File: src/hw/rtl/keyed_dwell_time_tracker_assert.svh
// assertion macros for the keyed dwell-time tracker
// expects i_clk and i_rst_n in the including module
`ifndef KEYED_DWELL_TIME_TRACKER_ASSERT_SVH
`define KEYED_DWELL_TIME_TRACKER_ASSERT_SVH

// same-cycle implication, checked out of reset
`define KDTT_ASSERT_NOW(lbl, ante, cons) \
    lbl: assert property (@(posedge i_clk) disable iff (!i_rst_n) (ante) |-> (cons)) \
        else $error("kdtt same-cycle check failed");

// next-cycle implication, checked out of reset
`define KDTT_ASSERT_NEXT(lbl, ante, cons) \
    lbl: assert property (@(posedge i_clk) disable iff (!i_rst_n) (ante) |=> (cons)) \
        else $error("kdtt next-cycle check failed");

`endif

File: src/hw/rtl/kdtt_pkg.sv
// shared types and constants for the keyed dwell-time tracker
// no dependencies
`default_nettype none

package kdtt_pkg;

    localparam int TABLE_ENTRIES_DEF = 64;
    localparam int TIME_BITS_DEF     = 32;
    localparam int ID_W              = 16;
    localparam int NOW_W             = 32;
    localparam int DWELL_W           = 32;

    typedef enum logic [2:0] {
        KIND_ENTRY   = 3'd0,
        KIND_EXIT    = 3'd1,
        KIND_DWELL   = 3'd2,
        KIND_UNKNOWN = 3'd3,
        KIND_FULL    = 3'd4
    } t_rec_kind;

    // event request
    typedef struct packed {
        logic             kind;
        logic [ID_W-1:0]  vehicle_id;
        logic [NOW_W-1:0] now_ticks;
    } t_req;

    // one result record
    typedef struct packed {
        t_rec_kind          record_kind;
        logic [ID_W-1:0]    record_id;
        logic [DWELL_W-1:0] dwell_ticks;
        logic               last;
    } t_rec;

    // record handed from the controller to the output stage
    typedef struct packed {
        logic strobe;
        t_rec rec;
    } t_emit;

endpackage

`default_nettype wire

File: src/hw/rtl/kdtt_mem.sv
// slot table storage: one write port, one read port, registered read data
// depends on nothing
`default_nettype none

module kdtt_mem #(
    parameter int DEPTH = 64,
    parameter int WIDTH = 49
) (
    input  wire logic                     i_clk,
    input  wire logic                     i_we,
    input  wire logic [$clog2(DEPTH)-1:0] i_waddr,
    input  wire logic [WIDTH-1:0]         i_wdata,
    input  wire logic                     i_re,
    input  wire logic [$clog2(DEPTH)-1:0] i_raddr,
    output logic      [WIDTH-1:0]         o_rdata
);

    logic [WIDTH-1:0] r_mem [DEPTH];
    logic [WIDTH-1:0] r_rdata;

    // write port
    always_ff @(posedge i_clk) begin
        if (i_we) begin
            r_mem[i_waddr] <= i_wdata;
        end
    end

    // read port, registered read data
    always_ff @(posedge i_clk) begin
        if (i_re) begin
            r_rdata <= r_mem[i_raddr];
        end
    end

    assign o_rdata = r_rdata;

endmodule

`default_nettype wire

File: src/hw/rtl/kdtt_ctrl.sv
// scan controller: clears the table, scans slots, writes back and builds records
// depends on kdtt_pkg; drives the ports of kdtt_mem
`default_nettype none

module kdtt_ctrl #(
    parameter int TABLE_ENTRIES = kdtt_pkg::TABLE_ENTRIES_DEF,
    parameter int TIME_BITS     = kdtt_pkg::TIME_BITS_DEF
) (
    input  wire logic                             i_clk,
    input  wire logic                             i_rst_n,
    input  wire logic                             i_start,
    input  wire kdtt_pkg::t_req                   i_req,
    output logic                                  o_busy,
    output kdtt_pkg::t_emit                       o_emit,
    output logic                                  o_mem_we,
    output logic [$clog2(TABLE_ENTRIES)-1:0]      o_mem_waddr,
    output logic [kdtt_pkg::ID_W+TIME_BITS:0]     o_mem_wdata,
    output logic                                  o_mem_re,
    output logic [$clog2(TABLE_ENTRIES)-1:0]      o_mem_raddr,
    input  wire logic [kdtt_pkg::ID_W+TIME_BITS:0] i_mem_rdata
);

    import kdtt_pkg::*;

    localparam int AW = $clog2(TABLE_ENTRIES);
    localparam int EW = 1 + ID_W + TIME_BITS;
    localparam int WW = (TIME_BITS > NOW_W) ? TIME_BITS : NOW_W;

    typedef enum logic [5:0] {
        S_CLEAR  = 6'b000001,
        S_IDLE   = 6'b000010,
        S_SCAN   = 6'b000100,
        S_WAIT   = 6'b001000,
        S_DECIDE = 6'b010000,
        S_EMIT2  = 6'b100000
    } t_state;

    t_state                 r_state, n_state;
    logic [AW-1:0]          r_ptr, n_ptr;
    logic                   r_rd_vld, n_rd_vld;
    logic                   r_hit, n_hit;
    logic                   r_free, n_free;
    logic [AW-1:0]          r_rd_idx;
    t_req                   r_req;
    logic [AW-1:0]          r_hit_idx;
    logic [TIME_BITS-1:0]   r_hit_time;
    logic [AW-1:0]          r_free_idx;
    logic [DWELL_W-1:0]     r_dwell;

    logic                   ptr_last;
    logic                   rd_valid;
    logic [ID_W-1:0]        rd_id;
    logic [TIME_BITS-1:0]   rd_time;
    logic                   hit_take;
    logic                   free_take;
    logic [WW-1:0]          now_wide;
    logic [TIME_BITS-1:0]   now_t;
    logic [TIME_BITS-1:0]   dwell_t;
    logic [WW-1:0]          dwell_wide;

    // unpack the slot read back from the table
    assign rd_valid = i_mem_rdata[EW-1];
    assign rd_id    = i_mem_rdata[EW-2 -: ID_W];
    assign rd_time  = i_mem_rdata[TIME_BITS-1:0];

    // time arithmetic modulo 2^TIME_BITS
    assign now_wide   = WW'(r_req.now_ticks);
    assign now_t      = now_wide[TIME_BITS-1:0];
    assign dwell_t    = now_t - r_hit_time;
    assign dwell_wide = WW'(dwell_t);

    assign ptr_last  = (r_ptr == AW'(TABLE_ENTRIES - 1));
    assign hit_take  = r_rd_vld && rd_valid && (rd_id == r_req.vehicle_id) && !r_hit;
    assign free_take = r_rd_vld && !rd_valid && !r_free;

    assign o_busy      = (r_state != S_IDLE);
    assign o_mem_raddr = r_ptr;

    // next-state and table access
    always_comb begin
        n_state     = r_state;
        n_ptr       = r_ptr;
        n_rd_vld    = 1'b0;
        n_hit       = r_hit | hit_take;
        n_free      = r_free | free_take;
        o_mem_we    = 1'b0;
        o_mem_waddr = r_ptr;
        o_mem_wdata = '0;
        o_mem_re    = 1'b0;
        o_emit      = '0;
        unique case (r_state)
            S_CLEAR: begin
                // clearing pass: one slot per cycle, valid bit low
                o_mem_we = 1'b1;
                if (ptr_last) begin
                    n_state = S_IDLE;
                    n_ptr   = '0;
                end else begin
                    n_ptr = r_ptr + 1'b1;
                end
            end
            S_IDLE: begin
                if (i_start) begin
                    n_state = S_SCAN;
                    n_ptr   = '0;
                    n_hit   = 1'b0;
                    n_free  = 1'b0;
                end
            end
            S_SCAN: begin
                o_mem_re = 1'b1;
                n_rd_vld = 1'b1;
                if (ptr_last) begin
                    n_state = S_WAIT;
                end else begin
                    n_ptr = r_ptr + 1'b1;
                end
            end
            S_WAIT: begin
                // last slot is compared this cycle
                n_state = S_DECIDE;
            end
            S_DECIDE: begin
                o_emit.strobe          = 1'b1;
                o_emit.rec.record_id   = r_req.vehicle_id;
                o_emit.rec.dwell_ticks = '0;
                o_emit.rec.last        = 1'b1;
                n_state                = S_IDLE;
                if (!r_req.kind) begin
                    // arrival: refresh a known slot or claim the lowest free one
                    if (r_hit || r_free) begin
                        o_mem_we    = 1'b1;
                        o_mem_waddr = r_hit ? r_hit_idx : r_free_idx;
                        o_mem_wdata = {1'b1, r_req.vehicle_id, now_t};
                        o_emit.rec.record_kind = KIND_ENTRY;
                    end else begin
                        o_emit.rec.record_kind = KIND_FULL;
                    end
                end else if (r_hit) begin
                    // departure of a known id: free the slot, exit then dwell
                    o_mem_we    = 1'b1;
                    o_mem_waddr = r_hit_idx;
                    o_emit.rec.record_kind = KIND_EXIT;
                    o_emit.rec.last        = 1'b0;
                    n_state                = S_EMIT2;
                end else begin
                    o_emit.rec.record_kind = KIND_UNKNOWN;
                end
            end
            S_EMIT2: begin
                o_emit.strobe          = 1'b1;
                o_emit.rec.record_kind = KIND_DWELL;
                o_emit.rec.record_id   = r_req.vehicle_id;
                o_emit.rec.dwell_ticks = r_dwell;
                o_emit.rec.last        = 1'b1;
                n_state                = S_IDLE;
            end
            default: begin
                n_state = S_CLEAR;
                n_ptr   = '0;
            end
        endcase
    end

    // control state
    always_ff @(posedge i_clk) begin
        if (!i_rst_n) begin
            r_state  <= S_CLEAR;
            r_ptr    <= '0;
            r_rd_vld <= 1'b0;
            r_hit    <= 1'b0;
            r_free   <= 1'b0;
        end else begin
            r_state  <= n_state;
            r_ptr    <= n_ptr;
            r_rd_vld <= n_rd_vld;
            r_hit    <= n_hit;
            r_free   <= n_free;
        end
    end

    // request and scan results
    always_ff @(posedge i_clk) begin
        r_rd_idx <= r_ptr;
        if (r_state == S_IDLE && i_start) begin
            r_req <= i_req;
        end
        if (hit_take) begin
            r_hit_idx  <= r_rd_idx;
            r_hit_time <= rd_time;
        end
        if (free_take) begin
            r_free_idx <= r_rd_idx;
        end
        if (r_state == S_DECIDE) begin
            r_dwell <= dwell_wide[DWELL_W-1:0];
        end
    end

endmodule

`default_nettype wire

File: src/hw/rtl/keyed_dwell_time_tracker.sv
// top level of the keyed dwell-time tracker: table memory, scan controller, record register
// depends on kdtt_pkg, kdtt_mem, kdtt_ctrl and keyed_dwell_time_tracker_assert.svh
`default_nettype none

// Each event request is taken when start is high and busy is low. The block then
// reads every slot of the table memory once through its single read port, so an
// event keeps busy high through the scan, wait and decide states, and also through
// the second emit state for a departure of a known vehicle. Records appear on o_rec
// for exactly one cycle with o_strobe high and cannot be held off; they leave
// through an output register, so the final record of an event shows in the first
// cycle that busy is low again. A known departure gives an exit record and then a
// dwell record in the next cycle, with last marking the final record of the event.
// After reset a clearing pass over every slot empties the table while busy stays
// high.
module keyed_dwell_time_tracker #(
    parameter int TABLE_ENTRIES = kdtt_pkg::TABLE_ENTRIES_DEF,
    parameter int TIME_BITS     = kdtt_pkg::TIME_BITS_DEF
) (
    input  wire logic           i_clk,
    input  wire logic           i_rst_n,
    input  wire logic           start,
    input  wire kdtt_pkg::t_req i_req,
    output logic                busy,
    output logic                o_strobe,
    output kdtt_pkg::t_rec      o_rec
);

    import kdtt_pkg::*;

    localparam int AW = $clog2(TABLE_ENTRIES);
    localparam int EW = 1 + ID_W + TIME_BITS;

    logic          mem_we;
    logic [AW-1:0] mem_waddr;
    logic [EW-1:0] mem_wdata;
    logic          mem_re;
    logic [AW-1:0] mem_raddr;
    logic [EW-1:0] mem_rdata;
    t_emit         emit;
    logic          r_strobe;
    t_rec          r_rec;

    // slot table
    kdtt_mem #(
        .DEPTH (TABLE_ENTRIES),
        .WIDTH (EW)
    ) u_mem (
        .i_clk   (i_clk),
        .i_we    (mem_we),
        .i_waddr (mem_waddr),
        .i_wdata (mem_wdata),
        .i_re    (mem_re),
        .i_raddr (mem_raddr),
        .o_rdata (mem_rdata)
    );

    // scan and write-back sequencer
    kdtt_ctrl #(
        .TABLE_ENTRIES (TABLE_ENTRIES),
        .TIME_BITS     (TIME_BITS)
    ) u_ctrl (
        .i_clk       (i_clk),
        .i_rst_n     (i_rst_n),
        .i_start     (start),
        .i_req       (i_req),
        .o_busy      (busy),
        .o_emit      (emit),
        .o_mem_we    (mem_we),
        .o_mem_waddr (mem_waddr),
        .o_mem_wdata (mem_wdata),
        .o_mem_re    (mem_re),
        .o_mem_raddr (mem_raddr),
        .i_mem_rdata (mem_rdata)
    );

    // output record register
    always_ff @(posedge i_clk) begin
        if (!i_rst_n) begin
            r_strobe <= 1'b0;
        end else begin
            r_strobe <= emit.strobe;
        end
    end

    always_ff @(posedge i_clk) begin
        if (emit.strobe) begin
            r_rec <= emit.rec;
        end
    end

    assign o_strobe = r_strobe;
    assign o_rec    = r_rec;

    // checks on the sequencing of requests and records
    `include "keyed_dwell_time_tracker_assert.svh"

    `KDTT_ASSERT_NEXT(a_accept_sets_busy, start && !busy, busy)
    `KDTT_ASSERT_NEXT(a_exit_then_dwell, o_strobe && !o_rec.last,
        o_strobe && o_rec.last && (o_rec.record_kind == KIND_DWELL))
    `KDTT_ASSERT_NOW(a_dwell_only_on_dwell, o_strobe && (o_rec.record_kind != KIND_DWELL),
        o_rec.dwell_ticks == '0)

endmodule

`default_nettype wire
File: config.mk
export PLATFORM = sky130hd
export DESIGN_NAME = keyed_dwell_time_tracker
export DESIGN_NICKNAME = d
export VERILOG_FILES = /design/src/hw/rtl/kdtt_pkg.sv /design/src/hw/rtl/kdtt_mem.sv /design/src/hw/rtl/kdtt_ctrl.sv /design/src/hw/rtl/keyed_dwell_time_tracker.sv
export VERILOG_INCLUDE_DIRS = /design/src /design/src/hw/rtl
export SDC_FILE = /design/constraint.sdc
export NUM_CORES = 2
export LEC_CHECK = 0
export BUFFER_PORTS_ARGS = -buffer_cell sky130_fd_sc_hd__buf_2
export CORE_MARGIN = 2
export CORE_UTILIZATION = 35
export CTS_CLUSTER_SIZE = 10
export DETAILED_ROUTE_END_ITERATION = 10
export PLACE_DENSITY = 0.56
export SYNTH_ARGS = -nofsm -noshare
export SYNTH_HDL_FRONTEND = slang
export SYNTH_SLANG_ARGS = --single-unit
File: constraint.sdc
create_clock -name i_clk -period 6.51 [get_ports i_clk]
set_input_delay 0.651 -clock i_clk [delete_from_list [all_inputs] [get_ports i_clk]]
set_output_delay 0.651 -clock i_clk [all_outputs]
set_load 0.01 [all_outputs]
==> summary.txt <==
Floorplanning
  – Core Area: 0.368 mm^2
  – IO Count: 106
  – FP Rows: 223
  – Starting density of the core: 0.351
  – Die area: 0.374 mm^2
  – Die width: approximately 600 um
  – Die height: 612 um

Global route
  – Busiest grt layer: met2
  – GRT Resource Usage Total: 0.187
  – GRT met1 Usage: 0.264
  – GR Overflow Total: 0
  – Initial antenna violation count: 29
  – M2 GR Usage: 0.300
  – First-pass GRT wire length: 493,000 um
  – Met3 Usage GRT: 0.0355
  – Largest net degree at the start of global routing: 110
  – Vias in the first global route: slightly above 60,000

Layout
  – Share of cells above drive strength 1: 0.306
  – Final non-filler cell total: 10,900
  – Post-layout util: 0.403
  – Commonest non-fill, non-tap cell in the layout: edfxtp_1
  – Most frequent cells in the layout: edfxtp_1 (3,362), mux4_2 (970), clkbuf_16 (386)
  – Area Growth Syn to Fin: 14.7%
  – Nets: 5,992

Detailed routing
  – Routed vias/inst: 5.64
  – Total number of vias: just over 60,000
  – Drt first pass iters: 6
  – Starting DRT DRC Count: a little over 8,000
  – ANT nets after route: 0
  – Routed len/inst: ~33 um
  – Residual DRC: 0
  – Drt total wl: about 350,000 um

Logic synthesis
  – Sequential share of the synthesized area: 0.784
  – Mapped cell area: 0.129 mm^2
  – Main synth FF type: edfxtp_1
  – Synth Area in XOR/XNOR: 0.00339
  – Post-Synth Simple-Gate Area: 0.0164
  – Synth warn: 0
  – Flops & latches, synth: 3,384
  – Largest family of logic cells by synthesized area: multiplexers
  – Syn nets: 5,514
  – Synthesized-area fraction occupied by adder cells: 0.00325
  – Post-synthesis compound-gate area fraction: 0.0137
  – Syn avg cell area: 23.8 um^2
  – Synth cell types: 68
  – Syn Inst Count: roughly 5,400
  – Number of synthesized flops with an enable pin: between 3,000 and 4,000
  – Post-synthesis mux area share: 0.169
  – Fraction of registers with async set/reset: 0

Timing
  – Crit path time final: about 4.9 ns
  – Slew HR: 0.0447
  – Final Slew Violations: 0
  – Final Hold Fails: 0
  – Final TNS setup: 0 ns
  – Fin crit share: 0.753
  – Actual slew at the worst max-slew pin: 1.43 ns
  – Final hold slack: 0.133 ns
  – Fmax: 204 MHz
  – Final setup viols: 0
  – RSZ-0062 raised after global routing: no
  – Clock Skew: 0.0739 ns

Worst setup path
  – Worst Setup Start Kind: flop
  – CP endpoint: u_mem.o_rdata[8]
  – Reg2Reg Setup Slack: around 1.6 ns
  – WS Path Type: flop to flop
  – FF-to-FF End: u_mem.o_rdata[8]
  – Worst Setup SP: u_ctrl.o_mem_raddr[1]
  – Register-to-Register Path Depth: 6
  – R2r startpoint: u_ctrl.o_mem_raddr[1]
  – CP Max Fanout: 49
  – WP data arrival: between 5 and 6 ns
  – Worst path required time: 7.12 ns
  – Worst Setup End Kind: flop

Run
  – Max_cap viols: 0

Power
  – Sequential power share: 0.512
  – Max IR drop VDD: approximately 0.00022 V
  – Final Power: 47,200 uW
  – Clk network pwr share: 0.401
  – Sw frac: 0.229
  – Pleak: 0.0432 uW
  – Power density cells: 318 mW/mm^2
  – P_int: 36,400 uW
  – Logic pwr share: 0.087
  – Net Switching: 10,800 uW

Hold path
  – Worst Hold Class: primary input to flop

Clocking
  – Clk root buf: clkbuf_16
  – PostCTS Resize Cnt: 0
  – CTS tree: yes
  – H-tree depth: 5
  – Total CTS buffers: ~380
  – Worst skew pair latency: approximately 0.96 ns
  – CTS sink cnt: between 3,000 and 4,000
  – CTS max path bufs: 4
  – Clock slew at reported path FFs: roughly 0.060 ns

Status
  – Outcome: completed

Placement
  – Routability congestion estimate: 0.864
  – Post-DP HPWL: 203,000 um
  – # placed instances: 10,300
  – IO buf count: 105
==> cells in the mapped netlist, types with 3 or more instances <==
cell type | instances | area share
nor3_1 | 22 | 0.00085
nand3_1 | 11 | 0.00043
or3_1 | 5 | 0.00024
mux4_2 | 970 | 0.17
clkbuf_1 | 167 | 0.0048
o21bai_1 | 3 | 0.00017
a21boi_0 | 4 | 0.00023
buf_2 | 24 | 0.00093
ha_1 | 32 | 0.0031
xnor2_1 | 40 | 0.0027
o22ai_1 | 16 | 0.00077
o21ai_0 | 32 | 0.0012
a21o_1 | 11 | 0.00064
a31oi_1 | 5 | 0.00024
and3_1 | 6 | 0.00029
a211oi_1 | 14 | 0.00081
and2_1 | 99 | 0.0048
xor2_1 | 10 | 0.00068
nor4_1 | 4 | 0.00019
nor2_2 | 8 | 0.00039
nand2b_1 | 7 | 0.00034
o211ai_1 | 4 | 0.00023
nand4_1 | 9 | 0.00044
a21oi_1 | 51 | 0.0020
buf_1 | 70 | 0.0020
dfxtp_1 | 22 | 0.0034
o21a_1 | 5 | 0.00029
a22oi_1 | 96 | 0.0056
inv_1 | 46 | 0.0013
or2_2 | 5 | 0.00024
nand2_1 | 100 | 0.0029
nor2b_1 | 21 | 0.0010
nor2_1 | 102 | 0.0030
nand2_4 | 3 | 0.00026
edfxtp_1 | 3362 | 0.78
buf_6 | 4 | 0.00035
==> area by class of cell <==
| type | count | area (um^2) |
|---|---|---|
| Antenna cell | 8 | 20.0 |
| Clock buffer | 450 | 9910 |
| Clock inverter | 37 | 622 |
| Fill cell | 31800 | 220000 |
| Inverter | 47 | 176 |
| Multi-Input combinational cell | 1731 | 27200 |
| Sequential cell | 3384 | 101000 |
| Tap cell | 4837 | 6050 |
| Timing Repair Buffer | 360 | 2920 |
==> through the flow <==
| step | area (um^2) | setup WS [ns] |
|---|---|---|
| global placement | 137000 | 1.64 |
| CTS | 148000 | 1.59 |
| detailed placement | 137000 | 1.62 |
| finish | 148000 | 1.61 |
| global route | 148000 | 1.52 |
| floorplan | 129000 | 0.800 |
==> timing repair <==
action	in CTS	in global routing
endpoints found under the hold margin	50	0
buffers inserted	0	0
hold buffers	50	0
==> worst min-delay path by stage <==
stage	startpoint	endpoint	slack, ns	depth (start not counted)
floorplan	u_ctrl.o_mem_raddr[2]	u_ctrl.r_rd_idx[2]	0.33	0
global placement	u_mem.o_rdata[30]	u_ctrl.r_hit_time[30]	0.40	0
detailed placement	u_mem.o_rdata[5]	u_ctrl.r_hit_time[5]	0.41	0
CTS	start	u_ctrl.r_state[2]	0.08	3
global route	start	u_ctrl.r_state[2]	0.14	3
finish	start	u_ctrl.r_state[2]	0.13	3
==> worst max-delay path: stages, from the launching register on <==
cell,delay [ns]
dfxtp_4,0.83
buf_4,0.76
buf_4,0.71
mux4_2,0.43
mux4_2,0.54
a22oi_1,0.98
nand2_1,0.13
==> metal layers <==
| layer | part of all wire | vias up |
|---|---|---|
| li1 | - | 24100 |
| met1 | 0.41 | 33800 |
| met2 | 0.48 | 2911 |
| met3 | 0.085 | 468 |
| met4 | 0.021 | 12 |
| met5 | 0.0011 | - |
==> registers in the layout, indices dropped and copies added (netlist names), 6 cells and up <==
| name | cells |
|---|---|
| u_ctrl.r_hit_time | 32 |
| u_ctrl.r_state | 6 |
| u_ctrl.r_hit_idx | 6 |
| u_ctrl.now_t | 32 |
| u_ctrl.r_free_idx | 6 |
| u_ctrl.o_mem_raddr | 6 |
| u_ctrl.r_dwell | 32 |
| u_ctrl.r_rd_idx | 6 |
| o_rec | 52 |
| u_ctrl.r_req | 17 |
| u_mem.o_rdata | 49 |
| u_mem.r_mem | 3136 |
==> logic make-up (layout without fill, tap and decap cells) <==
logic type,count (synthesis),count (layout)
flops,3384,3384
mux,971,971
simple gates,417,417
buf+inv,314,894
compound gates,260,260
xor+xnor,50,50
fa+ha+maj,33,33
other cells,0,8
==> power groups by stage <==
stage / Sequential (uW) / Clock [uW] / Combinational [uW]
2_1_floorplan: 24500 / 0 / 2750
3_3_place_gp: 24600 / 0 / 4210
3_5_place_dp: 24600 / 0 / 4200
4_1_cts: 24200 / 19300 / 4230
5_1_grt: 24200 / 20100 / 4350
6_report: 24200 / 18900 / 4120
Note: power is estimated with default switching activity, not from simulation.
